File: config.mk
export PLATFORM = sky130hd
export DESIGN_NAME = mesh_neighbor_route_table_flat
export DESIGN_NICKNAME = d
export VERILOG_FILES = /design/src/hw/rtl/mnrt_pkg.sv /design/src/hw/rtl/mnrt_req_if.sv /design/src/hw/rtl/mnrt_rsp_if.sv /design/src/hw/rtl/mnrt_ctrl.sv /design/src/hw/rtl/mnrt_dp.sv /design/src/hw/rtl/mesh_neighbor_route_table.sv /design/src/flat_wrapper.sv
export VERILOG_INCLUDE_DIRS = /design/src /design/src/hw/rtl
export SDC_FILE = /design/constraint.sdc
export NUM_CORES = 2
export LEC_CHECK = 0
export BUFFER_PORTS_ARGS = -buffer_cell sky130_fd_sc_hd__buf_4
export CAP_MARGIN = 20
export CORE_UTILIZATION = 48
export DETAILED_ROUTE_END_ITERATION = 12
export PLACE_DENSITY_LB_ADDON = 0.15
export SYNTH_ARGS = -nofsm -noshare
export SYNTH_HDL_FRONTEND = slang
export SYNTH_SLANG_ARGS = --single-unit
File: constraint.sdc
create_clock -name clk -period 18.8 [get_ports clk]
set_input_delay 2.82 -clock clk [delete_from_list [all_inputs] [get_ports clk]]
set_output_delay 2.82 -clock clk [all_outputs]
set_load 0.01 [all_outputs]
File: src/hw/rtl/assert_macros.svh
// ---------------------------------------------------------------------------
// Assertion macros
// Shared concurrent assertion forms; the using scope provides clk and rst_n.
// ---------------------------------------------------------------------------
`ifndef ASSERT_MACROS_SVH
`define ASSERT_MACROS_SVH

// Condition holds on every clock edge out of reset.
`define ASSERT_ALWAYS(lbl, expr, msg) \
    lbl: assert property (@(posedge clk) disable iff (!rst_n) (expr)) else $error(msg);

// Same-cycle implication.
`define ASSERT_IMPLIES(lbl, ante, cons, msg) \
    lbl: assert property (@(posedge clk) disable iff (!rst_n) (ante) |-> (cons)) else $error(msg);

// Next-cycle implication.
`define ASSERT_NEXT(lbl, ante, cons, msg) \
    lbl: assert property (@(posedge clk) disable iff (!rst_n) (ante) |=> (cons)) else $error(msg);

`endif

File: src/hw/rtl/mnrt_pkg.sv
// ---------------------------------------------------------------------------
// mnrt_pkg
// Types, widths and codes shared by the neighbor route table modules.
// ---------------------------------------------------------------------------
package mnrt_pkg;

    localparam int MAX_NODES_DEF = 16;

    localparam int ID_W       = 16;
    localparam int MAC_W      = 48;
    localparam int RSSI_W     = 8;
    localparam int HOPS_W     = 8;
    localparam int TIME_W     = 32;
    localparam int COUNT_W    = 5;
    localparam int CFG_IDX_W  = 1;
    localparam int CFG_DATA_W = 32;

    localparam logic signed [RSSI_W-1:0] RSSI_FLOOR = -8'sd128;
    localparam logic [HOPS_W-1:0]        HOPS_CEIL  = 8'd255;

    localparam logic [ID_W-1:0]   OWN_ID_RST  = 16'd1;
    localparam logic [TIME_W-1:0] TIMEOUT_RST = 32'd300000;

    localparam logic [CFG_IDX_W-1:0] CFG_OWN_NODE_ID = 1'b0;
    localparam logic [CFG_IDX_W-1:0] CFG_ROUTE_TMO   = 1'b1;

    typedef enum logic [1:0] {
        CMD_UPDATE = 2'd0,
        CMD_PRUNE  = 2'd1,
        CMD_ROUTE  = 2'd2,
        CMD_FIND   = 2'd3
    } cmd_e;

    typedef struct packed {
        logic [1:0]               command;
        logic [ID_W-1:0]          node_id;
        logic [MAC_W-1:0]         mac_address;
        logic signed [RSSI_W-1:0] link_rssi;
        logic [HOPS_W-1:0]        hops_to_gateway;
        logic                     sender_is_gateway;
        logic [TIME_W-1:0]        now_ms;
    } req_t;

    typedef struct packed {
        logic                     found;
        logic [ID_W-1:0]          hit_node_id;
        logic [MAC_W-1:0]         hit_mac;
        logic signed [RSSI_W-1:0] hit_rssi;
        logic [HOPS_W-1:0]        hit_hops;
        logic                     hit_is_gateway;
        logic [HOPS_W-1:0]        advertised_hops;
        logic                     added;
        logic                     dropped;
        logic [COUNT_W-1:0]       removed_count;
        logic [COUNT_W-1:0]       entry_count;
    } rsp_t;

    typedef struct packed {
        logic [ID_W-1:0]          id;
        logic [MAC_W-1:0]         mac;
        logic signed [RSSI_W-1:0] rssi;
        logic [HOPS_W-1:0]        hops;
        logic                     gw;
        logic [TIME_W-1:0]        last_seen;
    } entry_t;

    // controller -> datapath
    typedef struct packed {
        logic load;
        logic scan;
        logic write;
        logic fetch;
        logic finish;
    } dp_cmd_t;

    // datapath -> controller
    typedef struct packed {
        cmd_e op;
        logic scan_done;
        logic hit_valid;
        logic out_free;
    } dp_status_t;

endpackage

File: src/hw/rtl/mnrt_req_if.sv
// ---------------------------------------------------------------------------
// mnrt_req_if
// Request channel: valid/ready handshake with the table command payload.
// ---------------------------------------------------------------------------
interface mnrt_req_if
    import mnrt_pkg::*;
();

    logic                     valid;
    logic                     ready;
    logic [1:0]               command;
    logic [ID_W-1:0]          node_id;
    logic [MAC_W-1:0]         mac_address;
    logic signed [RSSI_W-1:0] link_rssi;
    logic [HOPS_W-1:0]        hops_to_gateway;
    logic                     sender_is_gateway;
    logic [TIME_W-1:0]        now_ms;

    modport source (
        output valid, command, node_id, mac_address, link_rssi,
               hops_to_gateway, sender_is_gateway, now_ms,
        input  ready
    );

    modport sink (
        input  valid, command, node_id, mac_address, link_rssi,
               hops_to_gateway, sender_is_gateway, now_ms,
        output ready
    );

endinterface

File: src/hw/rtl/mnrt_rsp_if.sv
// ---------------------------------------------------------------------------
// mnrt_rsp_if
// Response channel: valid/ready handshake with the table result payload.
// ---------------------------------------------------------------------------
interface mnrt_rsp_if
    import mnrt_pkg::*;
();

    logic                     valid;
    logic                     ready;
    logic                     found;
    logic [ID_W-1:0]          hit_node_id;
    logic [MAC_W-1:0]         hit_mac;
    logic signed [RSSI_W-1:0] hit_rssi;
    logic [HOPS_W-1:0]        hit_hops;
    logic                     hit_is_gateway;
    logic [HOPS_W-1:0]        advertised_hops;
    logic                     added;
    logic                     dropped;
    logic [COUNT_W-1:0]       removed_count;
    logic [COUNT_W-1:0]       entry_count;

    modport source (
        output valid, found, hit_node_id, hit_mac, hit_rssi, hit_hops,
               hit_is_gateway, advertised_hops, added, dropped,
               removed_count, entry_count,
        input  ready
    );

    modport sink (
        input  valid, found, hit_node_id, hit_mac, hit_rssi, hit_hops,
               hit_is_gateway, advertised_hops, added, dropped,
               removed_count, entry_count,
        output ready
    );

endinterface

File: src/hw/rtl/mnrt_ctrl.sv
// ---------------------------------------------------------------------------
// mnrt_ctrl
// Sequencer: accept, scan table, write or fetch if needed, then hand off the result.
// ---------------------------------------------------------------------------
module mnrt_ctrl
    import mnrt_pkg::*;
(
    input  logic       clk,
    input  logic       rst_n,
    input  logic       in_valid,
    output logic       in_ready,
    output dp_cmd_t    cmd,
    input  dp_status_t status
);

    typedef enum logic [2:0] {
        ST_IDLE,
        ST_SCAN,
        ST_WRITE,
        ST_FETCH,
        ST_FINISH
    } state_t;

    state_t state_reg;

    assign in_ready = (state_reg == ST_IDLE);

    always_comb
    begin
        cmd        = '0;
        cmd.load   = (state_reg == ST_IDLE) && in_valid;
        cmd.scan   = (state_reg == ST_SCAN);
        cmd.write  = (state_reg == ST_WRITE);
        cmd.fetch  = (state_reg == ST_FETCH);
        cmd.finish = (state_reg == ST_FINISH) && status.out_free;
    end

    always_ff @(posedge clk or negedge rst_n)
    begin
        if (!rst_n)
        begin
            state_reg <= ST_IDLE;
        end
        else
        begin
            unique case (state_reg)
                ST_IDLE:
                begin
                    if (in_valid)
                        state_reg <= ST_SCAN;
                end
                ST_SCAN:
                begin
                    if (status.scan_done)
                    begin
                        case (status.op) inside
                            CMD_UPDATE:
                                state_reg <= ST_WRITE;
                            CMD_ROUTE, CMD_FIND:
                                state_reg <= status.hit_valid ? ST_FETCH : ST_FINISH;
                            default:
                                state_reg <= ST_FINISH;
                        endcase
                    end
                end
                ST_WRITE:
                begin
                    state_reg <= ST_FINISH;
                end
                ST_FETCH:
                begin
                    state_reg <= ST_FINISH;
                end
                ST_FINISH:
                begin
                    if (status.out_free)
                        state_reg <= ST_IDLE;
                end
                default:
                begin
                    state_reg <= ST_IDLE;
                end
            endcase
        end
    end

endmodule

File: src/hw/rtl/mnrt_dp.sv
// ---------------------------------------------------------------------------
// mnrt_dp
// Table memory, scan pipeline, selection trackers and result register.
// ---------------------------------------------------------------------------
module mnrt_dp
    import mnrt_pkg::*;
#(
    parameter int MAX_NODES = MAX_NODES_DEF
)
(
    input  logic              clk,
    input  logic              rst_n,
    input  logic [ID_W-1:0]   own_node_id,
    input  logic [TIME_W-1:0] route_timeout_ms,
    input  req_t              item,
    input  dp_cmd_t           cmd,
    output dp_status_t        status,
    output logic              out_valid,
    input  logic              out_ready,
    output rsp_t              out_data
);

    localparam int IW = (MAX_NODES > 1) ? $clog2(MAX_NODES) : 1;
    localparam int CW = $clog2(MAX_NODES + 1);

    // table memory, one write and one read port, registered read
    entry_t mem [MAX_NODES];

    req_t                     item_reg;
    entry_t                   rd_data_reg;
    logic [CW-1:0]            fill_reg;
    logic [CW-1:0]            rd_cnt_reg;
    logic                     pend_valid_reg;
    logic [IW-1:0]            pend_idx_reg;
    logic [CW-1:0]            keep_cnt_reg;
    logic [CW-1:0]            removed_cnt_reg;
    logic                     match_found_reg;
    logic [IW-1:0]            match_idx_reg;
    logic                     gw_found_reg;
    logic [IW-1:0]            gw_idx_reg;
    logic signed [RSSI_W-1:0] gw_rssi_reg;
    logic                     hop_found_reg;
    logic [IW-1:0]            hop_idx_reg;
    logic [HOPS_W-1:0]        hop_val_reg;
    logic                     added_reg;
    logic                     dropped_reg;
    logic                     out_valid_reg;
    rsp_t                     out_data_reg;

    cmd_e          op;
    logic          lookup;
    logic          scan_more;
    logic          issue;
    logic          proc;
    logic          lookup_hit;
    logic          gw_better;
    logic          hop_better;
    logic [TIME_W-1:0] age;
    logic          expired;
    logic          keep_move;
    logic          own_hit;
    logic          can_add;
    logic          upd_wr;
    logic          wr_en;
    logic [IW-1:0] wr_addr;
    entry_t        wr_data;
    entry_t        new_entry;
    logic [IW-1:0] sel_idx;
    logic          hit_valid;
    logic [CW-1:0] fill_after;
    logic [31:0]   fill_ext;
    logic [31:0]   removed_ext;
    logic          show_hit;
    rsp_t          rsp_next;

    assign op     = cmd_e'(item_reg.command);
    assign lookup = (op == CMD_UPDATE) || (op == CMD_FIND);

    // scan pipeline: address issued, entry examined in the next cycle
    assign scan_more = (rd_cnt_reg < fill_reg) && !(lookup && match_found_reg);
    assign issue     = cmd.scan && scan_more;
    assign proc      = cmd.scan && pend_valid_reg;

    assign lookup_hit = proc && lookup && !match_found_reg
                        && (rd_data_reg.id == item_reg.node_id);
    assign gw_better  = proc && (op == CMD_ROUTE) && rd_data_reg.gw
                        && (rd_data_reg.rssi > gw_rssi_reg);
    assign hop_better = proc && (op == CMD_ROUTE) && (rd_data_reg.hops < hop_val_reg);

    assign age       = item_reg.now_ms - rd_data_reg.last_seen;
    assign expired   = age > route_timeout_ms;
    assign keep_move = proc && (op == CMD_PRUNE) && !expired
                       && (32'(keep_cnt_reg) != 32'(pend_idx_reg));

    assign own_hit = (item_reg.node_id == own_node_id);
    assign can_add = (fill_reg < CW'(MAX_NODES));
    assign upd_wr  = cmd.write && !own_hit && (match_found_reg || can_add);

    assign new_entry = '{id:        item_reg.node_id,
                         mac:       item_reg.mac_address,
                         rssi:      item_reg.link_rssi,
                         hops:      item_reg.hops_to_gateway,
                         gw:        item_reg.sender_is_gateway,
                         last_seen: item_reg.now_ms};

    always_comb
    begin
        wr_en   = 1'b0;
        wr_addr = keep_cnt_reg[IW-1:0];
        wr_data = rd_data_reg;
        if (keep_move)
        begin
            wr_en = 1'b1;
        end
        else if (upd_wr)
        begin
            wr_en   = 1'b1;
            wr_addr = match_found_reg ? match_idx_reg : fill_reg[IW-1:0];
            wr_data = new_entry;
        end
    end

    assign sel_idx   = (op == CMD_FIND) ? match_idx_reg
                     : (gw_found_reg ? gw_idx_reg : hop_idx_reg);
    assign hit_valid = (op == CMD_FIND) ? match_found_reg
                     : ((op == CMD_ROUTE) && (gw_found_reg || hop_found_reg));

    assign status = '{op:        op,
                      scan_done: !pend_valid_reg && !scan_more,
                      hit_valid: hit_valid,
                      out_free:  !out_valid_reg || out_ready};

    // counts are reported modulo 2^COUNT_W
    assign fill_after  = (op == CMD_PRUNE) ? keep_cnt_reg : fill_reg;
    assign fill_ext    = 32'(fill_after);
    assign removed_ext = 32'(removed_cnt_reg);
    assign show_hit    = hit_valid;

    always_comb
    begin
        rsp_next               = '0;
        rsp_next.found         = show_hit;
        rsp_next.added         = added_reg;
        rsp_next.dropped       = dropped_reg;
        rsp_next.removed_count = removed_ext[COUNT_W-1:0];
        rsp_next.entry_count   = fill_ext[COUNT_W-1:0];
        if (show_hit)
        begin
            rsp_next.hit_node_id    = rd_data_reg.id;
            rsp_next.hit_mac        = rd_data_reg.mac;
            rsp_next.hit_rssi       = rd_data_reg.rssi;
            rsp_next.hit_hops       = rd_data_reg.hops;
            rsp_next.hit_is_gateway = rd_data_reg.gw;
            if (op == CMD_ROUTE)
                rsp_next.advertised_hops = rd_data_reg.hops + 8'd1;
        end
    end

    // control state
    always_ff @(posedge clk or negedge rst_n)
    begin
        if (!rst_n)
        begin
            fill_reg        <= '0;
            rd_cnt_reg      <= '0;
            pend_valid_reg  <= 1'b0;
            keep_cnt_reg    <= '0;
            removed_cnt_reg <= '0;
            match_found_reg <= 1'b0;
            gw_found_reg    <= 1'b0;
            hop_found_reg   <= 1'b0;
            added_reg       <= 1'b0;
            dropped_reg     <= 1'b0;
            out_valid_reg   <= 1'b0;
        end
        else
        begin
            if (cmd.load)
            begin
                rd_cnt_reg      <= '0;
                pend_valid_reg  <= 1'b0;
                keep_cnt_reg    <= '0;
                removed_cnt_reg <= '0;
                match_found_reg <= 1'b0;
                gw_found_reg    <= 1'b0;
                hop_found_reg   <= 1'b0;
                added_reg       <= 1'b0;
                dropped_reg     <= 1'b0;
            end
            if (cmd.scan)
                pend_valid_reg <= issue;
            if (issue)
                rd_cnt_reg <= rd_cnt_reg + CW'(1);
            if (lookup_hit)
                match_found_reg <= 1'b1;
            if (gw_better)
                gw_found_reg <= 1'b1;
            if (hop_better)
                hop_found_reg <= 1'b1;
            if (proc && (op == CMD_PRUNE))
            begin
                if (expired)
                    removed_cnt_reg <= removed_cnt_reg + CW'(1);
                else
                    keep_cnt_reg <= keep_cnt_reg + CW'(1);
            end
            if (cmd.write)
            begin
                if (own_hit || (!match_found_reg && !can_add))
                    dropped_reg <= 1'b1;
                else if (!match_found_reg)
                begin
                    added_reg <= 1'b1;
                    fill_reg  <= fill_reg + CW'(1);
                end
            end
            if (cmd.finish)
            begin
                out_valid_reg <= 1'b1;
                if (op == CMD_PRUNE)
                    fill_reg <= keep_cnt_reg;
            end
            else if (out_ready)
            begin
                out_valid_reg <= 1'b0;
            end
        end
    end

    // payload and table storage
    always_ff @(posedge clk)
    begin
        if (cmd.load)
        begin
            item_reg    <= item;
            gw_rssi_reg <= RSSI_FLOOR;
            hop_val_reg <= HOPS_CEIL;
        end
        if (issue)
        begin
            rd_data_reg  <= mem[rd_cnt_reg[IW-1:0]];
            pend_idx_reg <= rd_cnt_reg[IW-1:0];
        end
        else if (cmd.fetch)
        begin
            rd_data_reg <= mem[sel_idx];
        end
        if (lookup_hit)
            match_idx_reg <= pend_idx_reg;
        if (gw_better)
        begin
            gw_idx_reg  <= pend_idx_reg;
            gw_rssi_reg <= rd_data_reg.rssi;
        end
        if (hop_better)
        begin
            hop_idx_reg <= pend_idx_reg;
            hop_val_reg <= rd_data_reg.hops;
        end
        if (wr_en)
            mem[wr_addr] <= wr_data;
        if (cmd.finish)
            out_data_reg <= rsp_next;
    end

    assign out_valid = out_valid_reg;
    assign out_data  = out_data_reg;

endmodule

File: src/hw/rtl/mesh_neighbor_route_table.sv
// ---------------------------------------------------------------------------
// mesh_neighbor_route_table
// Neighbor table with aging, lookup and gateway route selection.
// ---------------------------------------------------------------------------
// Keeps up to MAX_NODES neighbors in insertion order in a single-port-read,
// single-port-write table memory and serves one request at a time, with one
// response per request. An update refreshes a known id in place or appends
// a new one (own id or full table: dropped). A prune drops entries whose
// wrapped age (now_ms - last_seen) exceeds route_timeout_ms and compacts the
// survivors in order, writing each moved entry back as it is scanned. A
// route query picks the gateway with strictly best RSSI above -128, else the
// entry with fewest hops below 255, earliest on ties. A find returns the
// entry with a matching id. A request is accepted, then the table is scanned
// through the memory read port at one entry per cycle; lookups stop scanning
// at the first match. Then comes a write or fetch step (none for a prune, or
// for a query or find that misses) and a result step. The next request is
// accepted while a response still waits in the output register.
// Configuration must be written only while idle; the block itself does not
// enforce this.
// ---------------------------------------------------------------------------
`include "assert_macros.svh"

module mesh_neighbor_route_table
    import mnrt_pkg::*;
#(
    parameter int MAX_NODES = MAX_NODES_DEF
)
(
    input  logic                  clk,
    input  logic                  rst_n,
    input  logic                  cfg_we,
    input  logic [CFG_IDX_W-1:0]  cfg_index,
    input  logic [CFG_DATA_W-1:0] cfg_wdata,
    mnrt_req_if.sink              req,
    mnrt_rsp_if.source            rsp
);

    // configuration registers
    logic [ID_W-1:0]   own_node_id_reg;
    logic [TIME_W-1:0] route_timeout_reg;

    always_ff @(posedge clk or negedge rst_n)
    begin
        if (!rst_n)
        begin
            own_node_id_reg   <= OWN_ID_RST;
            route_timeout_reg <= TIMEOUT_RST;
        end
        else if (cfg_we)
        begin
            unique case (cfg_index)
                CFG_OWN_NODE_ID: own_node_id_reg   <= cfg_wdata[ID_W-1:0];
                CFG_ROUTE_TMO:   route_timeout_reg <= cfg_wdata[TIME_W-1:0];
                default:         ;
            endcase
        end
    end

    // request payload gathered into one word for the datapath
    req_t       item;
    dp_cmd_t    cmd;
    dp_status_t status;
    logic       in_ready;
    logic       out_valid;
    rsp_t       out_data;

    assign item = '{command:           req.command,
                    node_id:           req.node_id,
                    mac_address:       req.mac_address,
                    link_rssi:         req.link_rssi,
                    hops_to_gateway:   req.hops_to_gateway,
                    sender_is_gateway: req.sender_is_gateway,
                    now_ms:            req.now_ms};

    assign req.ready = in_ready;

    // sequencer: owns the request handshake and steps the datapath
    mnrt_ctrl u_ctrl (
        .clk      (clk),
        .rst_n    (rst_n),
        .in_valid (req.valid),
        .in_ready (in_ready),
        .cmd      (cmd),
        .status   (status)
    );

    // table memory, scan, selection and the response register
    mnrt_dp #(
        .MAX_NODES (MAX_NODES)
    ) u_dp (
        .clk              (clk),
        .rst_n            (rst_n),
        .own_node_id      (own_node_id_reg),
        .route_timeout_ms (route_timeout_reg),
        .item             (item),
        .cmd              (cmd),
        .status           (status),
        .out_valid        (out_valid),
        .out_ready        (rsp.ready),
        .out_data         (out_data)
    );

    assign rsp.valid           = out_valid;
    assign rsp.found           = out_data.found;
    assign rsp.hit_node_id     = out_data.hit_node_id;
    assign rsp.hit_mac         = out_data.hit_mac;
    assign rsp.hit_rssi        = out_data.hit_rssi;
    assign rsp.hit_hops        = out_data.hit_hops;
    assign rsp.hit_is_gateway  = out_data.hit_is_gateway;
    assign rsp.advertised_hops = out_data.advertised_hops;
    assign rsp.added           = out_data.added;
    assign rsp.dropped         = out_data.dropped;
    assign rsp.removed_count   = out_data.removed_count;
    assign rsp.entry_count     = out_data.entry_count;

    // at most one datapath step per cycle
    `ASSERT_ALWAYS(a_cmd_onehot, $onehot0(cmd), "datapath commands overlap")
    // a result is never loaded over one still waiting
    `ASSERT_IMPLIES(a_no_overwrite, cmd.finish, !rsp.valid || rsp.ready, "response overwritten")
    // fetch only when the scan selected an entry
    `ASSERT_IMPLIES(a_fetch_hit, cmd.fetch, status.hit_valid, "fetch without a selected entry")
    // a request is in flight after accept, so no back-to-back accept
    `ASSERT_NEXT(a_busy_after_accept, req.valid && req.ready, !req.ready, "accepted while busy")

endmodule
File: src/flat_wrapper.sv
// flat-port wrapper written by rule: the top's interface ports become plain ports
module mesh_neighbor_route_table_flat import mnrt_pkg::*;
#(
    parameter int MAX_NODES = MAX_NODES_DEF
)
  (clk, rst_n, cfg_we, cfg_index, cfg_wdata, req_valid, req_command, req_node_id, req_mac_address, req_link_rssi, req_hops_to_gateway, req_sender_is_gateway, req_now_ms, req_ready, rsp_valid, rsp_found, rsp_hit_node_id, rsp_hit_mac, rsp_hit_rssi, rsp_hit_hops, rsp_hit_is_gateway, rsp_advertised_hops, rsp_added, rsp_dropped, rsp_removed_count, rsp_entry_count, rsp_ready);
  mnrt_req_if req_i ();
  mnrt_rsp_if rsp_i ();
  input  logic clk;
  input  logic rst_n;
  input  logic cfg_we;
  input  logic [CFG_IDX_W-1:0] cfg_index;
  input  logic [CFG_DATA_W-1:0] cfg_wdata;
  input wire logic [$bits(req_i.valid)-1:0] req_valid;
  input wire logic [$bits(req_i.command)-1:0] req_command;
  input wire logic [$bits(req_i.node_id)-1:0] req_node_id;
  input wire logic [$bits(req_i.mac_address)-1:0] req_mac_address;
  input wire logic [$bits(req_i.link_rssi)-1:0] req_link_rssi;
  input wire logic [$bits(req_i.hops_to_gateway)-1:0] req_hops_to_gateway;
  input wire logic [$bits(req_i.sender_is_gateway)-1:0] req_sender_is_gateway;
  input wire logic [$bits(req_i.now_ms)-1:0] req_now_ms;
  output wire logic [$bits(req_i.ready)-1:0] req_ready;
  output wire logic [$bits(rsp_i.valid)-1:0] rsp_valid;
  output wire logic [$bits(rsp_i.found)-1:0] rsp_found;
  output wire logic [$bits(rsp_i.hit_node_id)-1:0] rsp_hit_node_id;
  output wire logic [$bits(rsp_i.hit_mac)-1:0] rsp_hit_mac;
  output wire logic [$bits(rsp_i.hit_rssi)-1:0] rsp_hit_rssi;
  output wire logic [$bits(rsp_i.hit_hops)-1:0] rsp_hit_hops;
  output wire logic [$bits(rsp_i.hit_is_gateway)-1:0] rsp_hit_is_gateway;
  output wire logic [$bits(rsp_i.advertised_hops)-1:0] rsp_advertised_hops;
  output wire logic [$bits(rsp_i.added)-1:0] rsp_added;
  output wire logic [$bits(rsp_i.dropped)-1:0] rsp_dropped;
  output wire logic [$bits(rsp_i.removed_count)-1:0] rsp_removed_count;
  output wire logic [$bits(rsp_i.entry_count)-1:0] rsp_entry_count;
  input wire logic [$bits(rsp_i.ready)-1:0] rsp_ready;
  assign req_i.valid = req_valid;
  assign req_i.command = req_command;
  assign req_i.node_id = req_node_id;
  assign req_i.mac_address = req_mac_address;
  assign req_i.link_rssi = req_link_rssi;
  assign req_i.hops_to_gateway = req_hops_to_gateway;
  assign req_i.sender_is_gateway = req_sender_is_gateway;
  assign req_i.now_ms = req_now_ms;
  assign req_ready = req_i.ready;
  assign rsp_valid = rsp_i.valid;
  assign rsp_found = rsp_i.found;
  assign rsp_hit_node_id = rsp_i.hit_node_id;
  assign rsp_hit_mac = rsp_i.hit_mac;
  assign rsp_hit_rssi = rsp_i.hit_rssi;
  assign rsp_hit_hops = rsp_i.hit_hops;
  assign rsp_hit_is_gateway = rsp_i.hit_is_gateway;
  assign rsp_advertised_hops = rsp_i.advertised_hops;
  assign rsp_added = rsp_i.added;
  assign rsp_dropped = rsp_i.dropped;
  assign rsp_removed_count = rsp_i.removed_count;
  assign rsp_entry_count = rsp_i.entry_count;
  assign rsp_i.ready = rsp_ready;
  mesh_neighbor_route_table #(.MAX_NODES(MAX_NODES)) u_core (.clk(clk), .rst_n(rst_n), .cfg_we(cfg_we), .cfg_index(cfg_index), .cfg_wdata(cfg_wdata), .req(req_i), .rsp(rsp_i));
endmodule
==> impl_summary.log <==
[metrics] type of the tightest min-delay check: flop to flop
[metrics] overall die height: between 400 and 500 µm
[metrics] net total in the final layout: approximately 5600
[metrics] number of ports placed on the die boundary: between 200 and 300
[metrics] Final setup violation count: 0
[metrics] Post-Route Setup TNS: 0 ns
[metrics] static leakage power: approximately 37 nW
[metrics] most frequent cells in the layout: sky130_fd_sc_hd__edfxtp_1, sky130_fd_sc_hd__mux4_2, sky130_fd_sc_hd__buf_4
[metrics] highest clock frequency the design can meet: roughly 0.12 GHz
[metrics] most common library cell in the layout ignoring fill and taps: sky130_fd_sc_hd__edfxtp_1
[metrics] clock root buffer: sky130_fd_sc_hd__clkbuf_16
[metrics] Crit. End Element: flop
[metrics] post-CTS setup-driven buffer insertion count: 0
[metrics] number of flip-flops and latches in the synthesized netlist: around 2200
[metrics] worst supply voltage drop on vdd: 0.000128 V
[metrics] count of warnings emitted by yosys: 0
[metrics] top fanout value on the critical path: 43
[metrics] unrepaired setup endpoints after global routing: no
[metrics] worst slew margin relative to its limit: 0.222
[metrics] post-cts repair resize count: 0
[metrics] area of the multi-input gates: 33900 µm²
[metrics] Remaining Overflow, GRT: 0
[metrics] share of async-settable or async-resettable flops after synthesis: 0.0347
[metrics] depth of the CTS H-tree: 4
[metrics] clock tree skew after final layout: roughly 0.068 ns
[metrics] transition time of the tightest slew-check pin: approximately 1.2 ns
[metrics] area of the mapped netlist: 103000 µm²
[metrics] worst r2r path cells: 24
[metrics] worst reg2reg setup slack: approximately 10 ns
[metrics] Critical Path AT: approximately 9 ns
[metrics] placed cell count: 7907
[metrics] status: finished, violations left
[metrics] average detailed-routed wire length per instance: 32.9 µm
[metrics] required time at the worst-slack endpoint: 19.29 ns
[metrics] violated checks: DRC
[metrics] proportion of synthesized chip area in sequential cells: 0.654
[metrics] minimum period implied by the final worst setup slack: ~8.6 ns
[metrics] Pre-antenna DRT Iters: 9
[metrics] maximum capacitance violations: 0
[metrics] wire length of the first global-routing pass: 398000 µm
[metrics] largest buffer count on any clock path: 3
[metrics] Post-synth EDFFs: 2170
[metrics] total number of vias: about 54000
[metrics] Pwr Density: about 150 nW/µm²
[metrics] critical path start-end classification: flop to flop
[metrics] type of origin of the critical path: flop
[metrics] reg2reg end: u_core.u_dp.mem[7][67]$_DFFE_PP_
[metrics] number of instances in the synthesized netlist: between 5000 and 6000
[metrics] DRC violation count after routing: 29
[metrics] Clock Sink Count: roughly 2200
[metrics] footprint of the flip-flops and latches: 67100 µm²
[metrics] Critical path destination: u_core.u_dp.mem[7][67]$_DFFE_PP_
[metrics] cts bufs inserted: 233
[metrics] RR Startpoint: u_core.u_dp.item_reg[0]$_DFFE_PP_
[metrics] antenna violations before repair: 8
[metrics] Global Route Usage Sum: 0.256
[metrics] part of the cycle the worst path needs: 0.460
[metrics] number of routed nets with antenna violations: 0
[metrics] initial standard-cell utilization of the core: 0.484
[metrics] number of buffers added to fix hold violations after cts: 0
[metrics] number of I/O port buffers: 256
[metrics] Synth cell types: ~60
[metrics] Max Slew Vio Count: 0
[metrics] final instance count without filler cells: ~8400
[metrics] dominant register cell in the synthesized netlist: sky130_fd_sc_hd__edfxtp_1
[metrics] final weighted congestion in routability-driven placement: ~0.83
[metrics] die outline width: ~460 µm
[metrics] total number of placement rows: approximately 170
[metrics] mean cell area of the mapped netlist: approximately 20 µm²
[metrics] HPWL after DPL: between 100000 and 150000 µm
[metrics] post-route worst setup slack: between 10 and 15 ns
[metrics] later-pin clock latency in the skew report: between 0.8 and 0.9 ns
[metrics] ratio of cells with drive above 1 in the final layout: 0.371
[metrics] critical path startpoint: u_core.u_dp.item_reg[0]$_DFFE_PP_
[metrics] Clk pin slew, worst setup/hold paths: approximately 0.060 ns
[metrics] via count of the first global-routing pass: between 50000 and 60000
[metrics] pin count of the biggest net entering global routing: approximately 120
[metrics] full die area: 216000 µm²
[metrics] placeable core region: 212000 µm²
[metrics] synthesized net count: around 5300
[metrics] drt total wl: about 280000 µm
[metrics] CTS tree: yes
[metrics] worst setup slack before clock tree synthesis: about 9.9 ns
[metrics] violation count after the first detailed-routing iteration: roughly 5600
[metrics] final hold vios: 0
[metrics] growth of design area from synthesis to finish: 12.3%
[metrics] max reg flops: roughly 1800
[metrics] fillers: ~16000
[metrics] Vias/cell: between 6 and 7
[power breakdown]
part / internal, W / total, W / switching (W)
registers: 0.00662 / 0.00695 / 0.000337
clock network: 0.00250 / 0.00448 / 0.00198
logic: 0.00279 / 0.00643 / 0.00364
total: 0.0119 / 0.0179 / 0.00596
[worst min-delay path by stage]
stage	cells past startpoint	endpoint	slack [ns]	start
2_1_floorplan	0	u_core.u_dp.out_data[10]$_DFFE_PP_	0.43	u_core.u_dp.dropped_reg$_DFF_PN0_
3_3_place_gp	0	u_core.u_dp.out_data[11]$_DFFE_PP_	0.45	u_core.u_dp.added_reg$_DFF_PN0_
3_5_place_dp	0	u_core.u_dp.out_data[11]$_DFFE_PP_	0.45	u_core.u_dp.added_reg$_DFF_PN0_
4_1_cts	0	u_core.u_dp.out_data[11]$_DFFE_PP_	0.47	u_core.u_dp.added_reg$_DFF_PN0_
5_1_grt	0	u_core.u_dp.out_data[11]$_DFFE_PP_	0.48	u_core.u_dp.added_reg$_DFF_PN0_
6_report	0	u_core.u_dp.out_data[11]$_DFFE_PP_	0.46	u_core.u_dp.added_reg$_DFF_PN0_
[layer usage]
layer  GRT usage  vias to the layer above  share of wire  routed length [µm]
met5           0                        -              0                   0
met4      0.0549                        0          0.019                5130
met3      0.0390                      299          0.072               19800
met2       0.415                     2200           0.49              134000
met1       0.371                    29500           0.42              116000
li1            -                    22100              -                   -
[layout make-up]
class | instances | share of cell area
Sequential cell | 2248 | 0.582
Multi-Input combinational cell | 2367 | 0.294
Clock buffer | 294 | 0.0531
Tap cell | 2821 | 0.0306
Timing Repair Buffer | 371 | 0.0261
Clock inverter | 146 | 0.0107
Inverter | 105 | 0.00348
Antenna cell | 1 | 0.0000217
[logic make-up (layout without fill, tap and decap cells)]
kind of cell / Yosys count / count (layout) / share of synthesized area
compound gates: 405 / 405 / 0.0251
fa+ha+maj: 92 / 92 / 0.0113
flops: 2248 / 2248 / 0.654
other cells: 0 / 1 / 0
mux: 1424 / 1424 / 0.266
buf+inv: 451 / 916 / 0.0189
simple gates: 377 / 377 / 0.0184
xor+xnor: 69 / 69 / 0.00589
[cell usage after synthesis, drive strengths merged, types with 8 or more instances]
library cell / instances / share of area
edfxtp: 2170 / 0.63
o22ai: 113 / 0.0069
mux4: 1017 / 0.22
clkbuf: 166 / 0.0061
nor2b: 10 / 0.00061
buf: 180 / 0.0090
a21oi: 52 / 0.0025
o21ai: 43 / 0.0021
nand3: 33 / 0.0016
a21o: 39 / 0.0029
nand4: 12 / 0.00073
dfrtp: 69 / 0.017
nor2: 105 / 0.0038
mux2i: 108 / 0.011
xnor2: 33 / 0.0028
nor4: 8 / 0.00049
nor3: 15 / 0.00078
and2: 87 / 0.0053
or3: 10 / 0.00061
dfstp: 9 / 0.0023
nand2: 65 / 0.0024
a211oi: 13 / 0.00095
nand2b: 10 / 0.00061
xor2: 36 / 0.0031
a31oi: 99 / 0.0060
inv: 104 / 0.0038
ha: 91 / 0.011
mux2: 299 / 0.033
o21a: 10 / 0.00073
and3: 12 / 0.00073
[worst max-delay path: stages (launching register included)]
cell,delay (ns)
sky130_fd_sc_hd__edfxtp_1,0.35
sky130_fd_sc_hd__inv_1,0.08
sky130_fd_sc_hd__ha_1,0.17
sky130_fd_sc_hd__inv_1,0.06
sky130_fd_sc_hd__fa_1,0.40
sky130_fd_sc_hd__a21oi_1,0.21
sky130_fd_sc_hd__nor2_1,0.10
sky130_fd_sc_hd__o21ai_0,0.55
sky130_fd_sc_hd__a211oi_1,0.26
sky130_fd_sc_hd__nor3_1,0.43
sky130_fd_sc_hd__o31ai_1,0.13
sky130_fd_sc_hd__a21oi_1,0.18
sky130_fd_sc_hd__xnor2_1,0.09
sky130_fd_sc_hd__ha_1,0.31
sky130_fd_sc_hd__and3_1,0.15
sky130_fd_sc_hd__nand3_1,0.11
sky130_fd_sc_hd__nor4_1,0.69
sky130_fd_sc_hd__nand4_1,0.33
sky130_fd_sc_hd__nor2_1,0.50
sky130_fd_sc_hd__o21ai_0,0.39
sky130_fd_sc_hd__clkbuf_2,0.25
sky130_fd_sc_hd__a21oi_4,0.12
sky130_fd_sc_hd__buf_4,0.62
sky130_fd_sc_hd__buf_4,0.80
sky130_fd_sc_hd__buf_4,0.83
[metrics by stage]
step	power (W)	cell area (µm²)	utilization	hold WS, ns
floorplan	0.0115	103000	-	0.425
global placement	0.0135	108000	0.508	0.451
detailed placement	0.0135	108000	0.508	0.450
CTS	0.0180	115000	0.543	0.466
global route	0.0186	115000	0.543	0.476
finish	0.0179	115000	0.543	0.459
No activity file was read; power rests on OpenSTA's default activity.
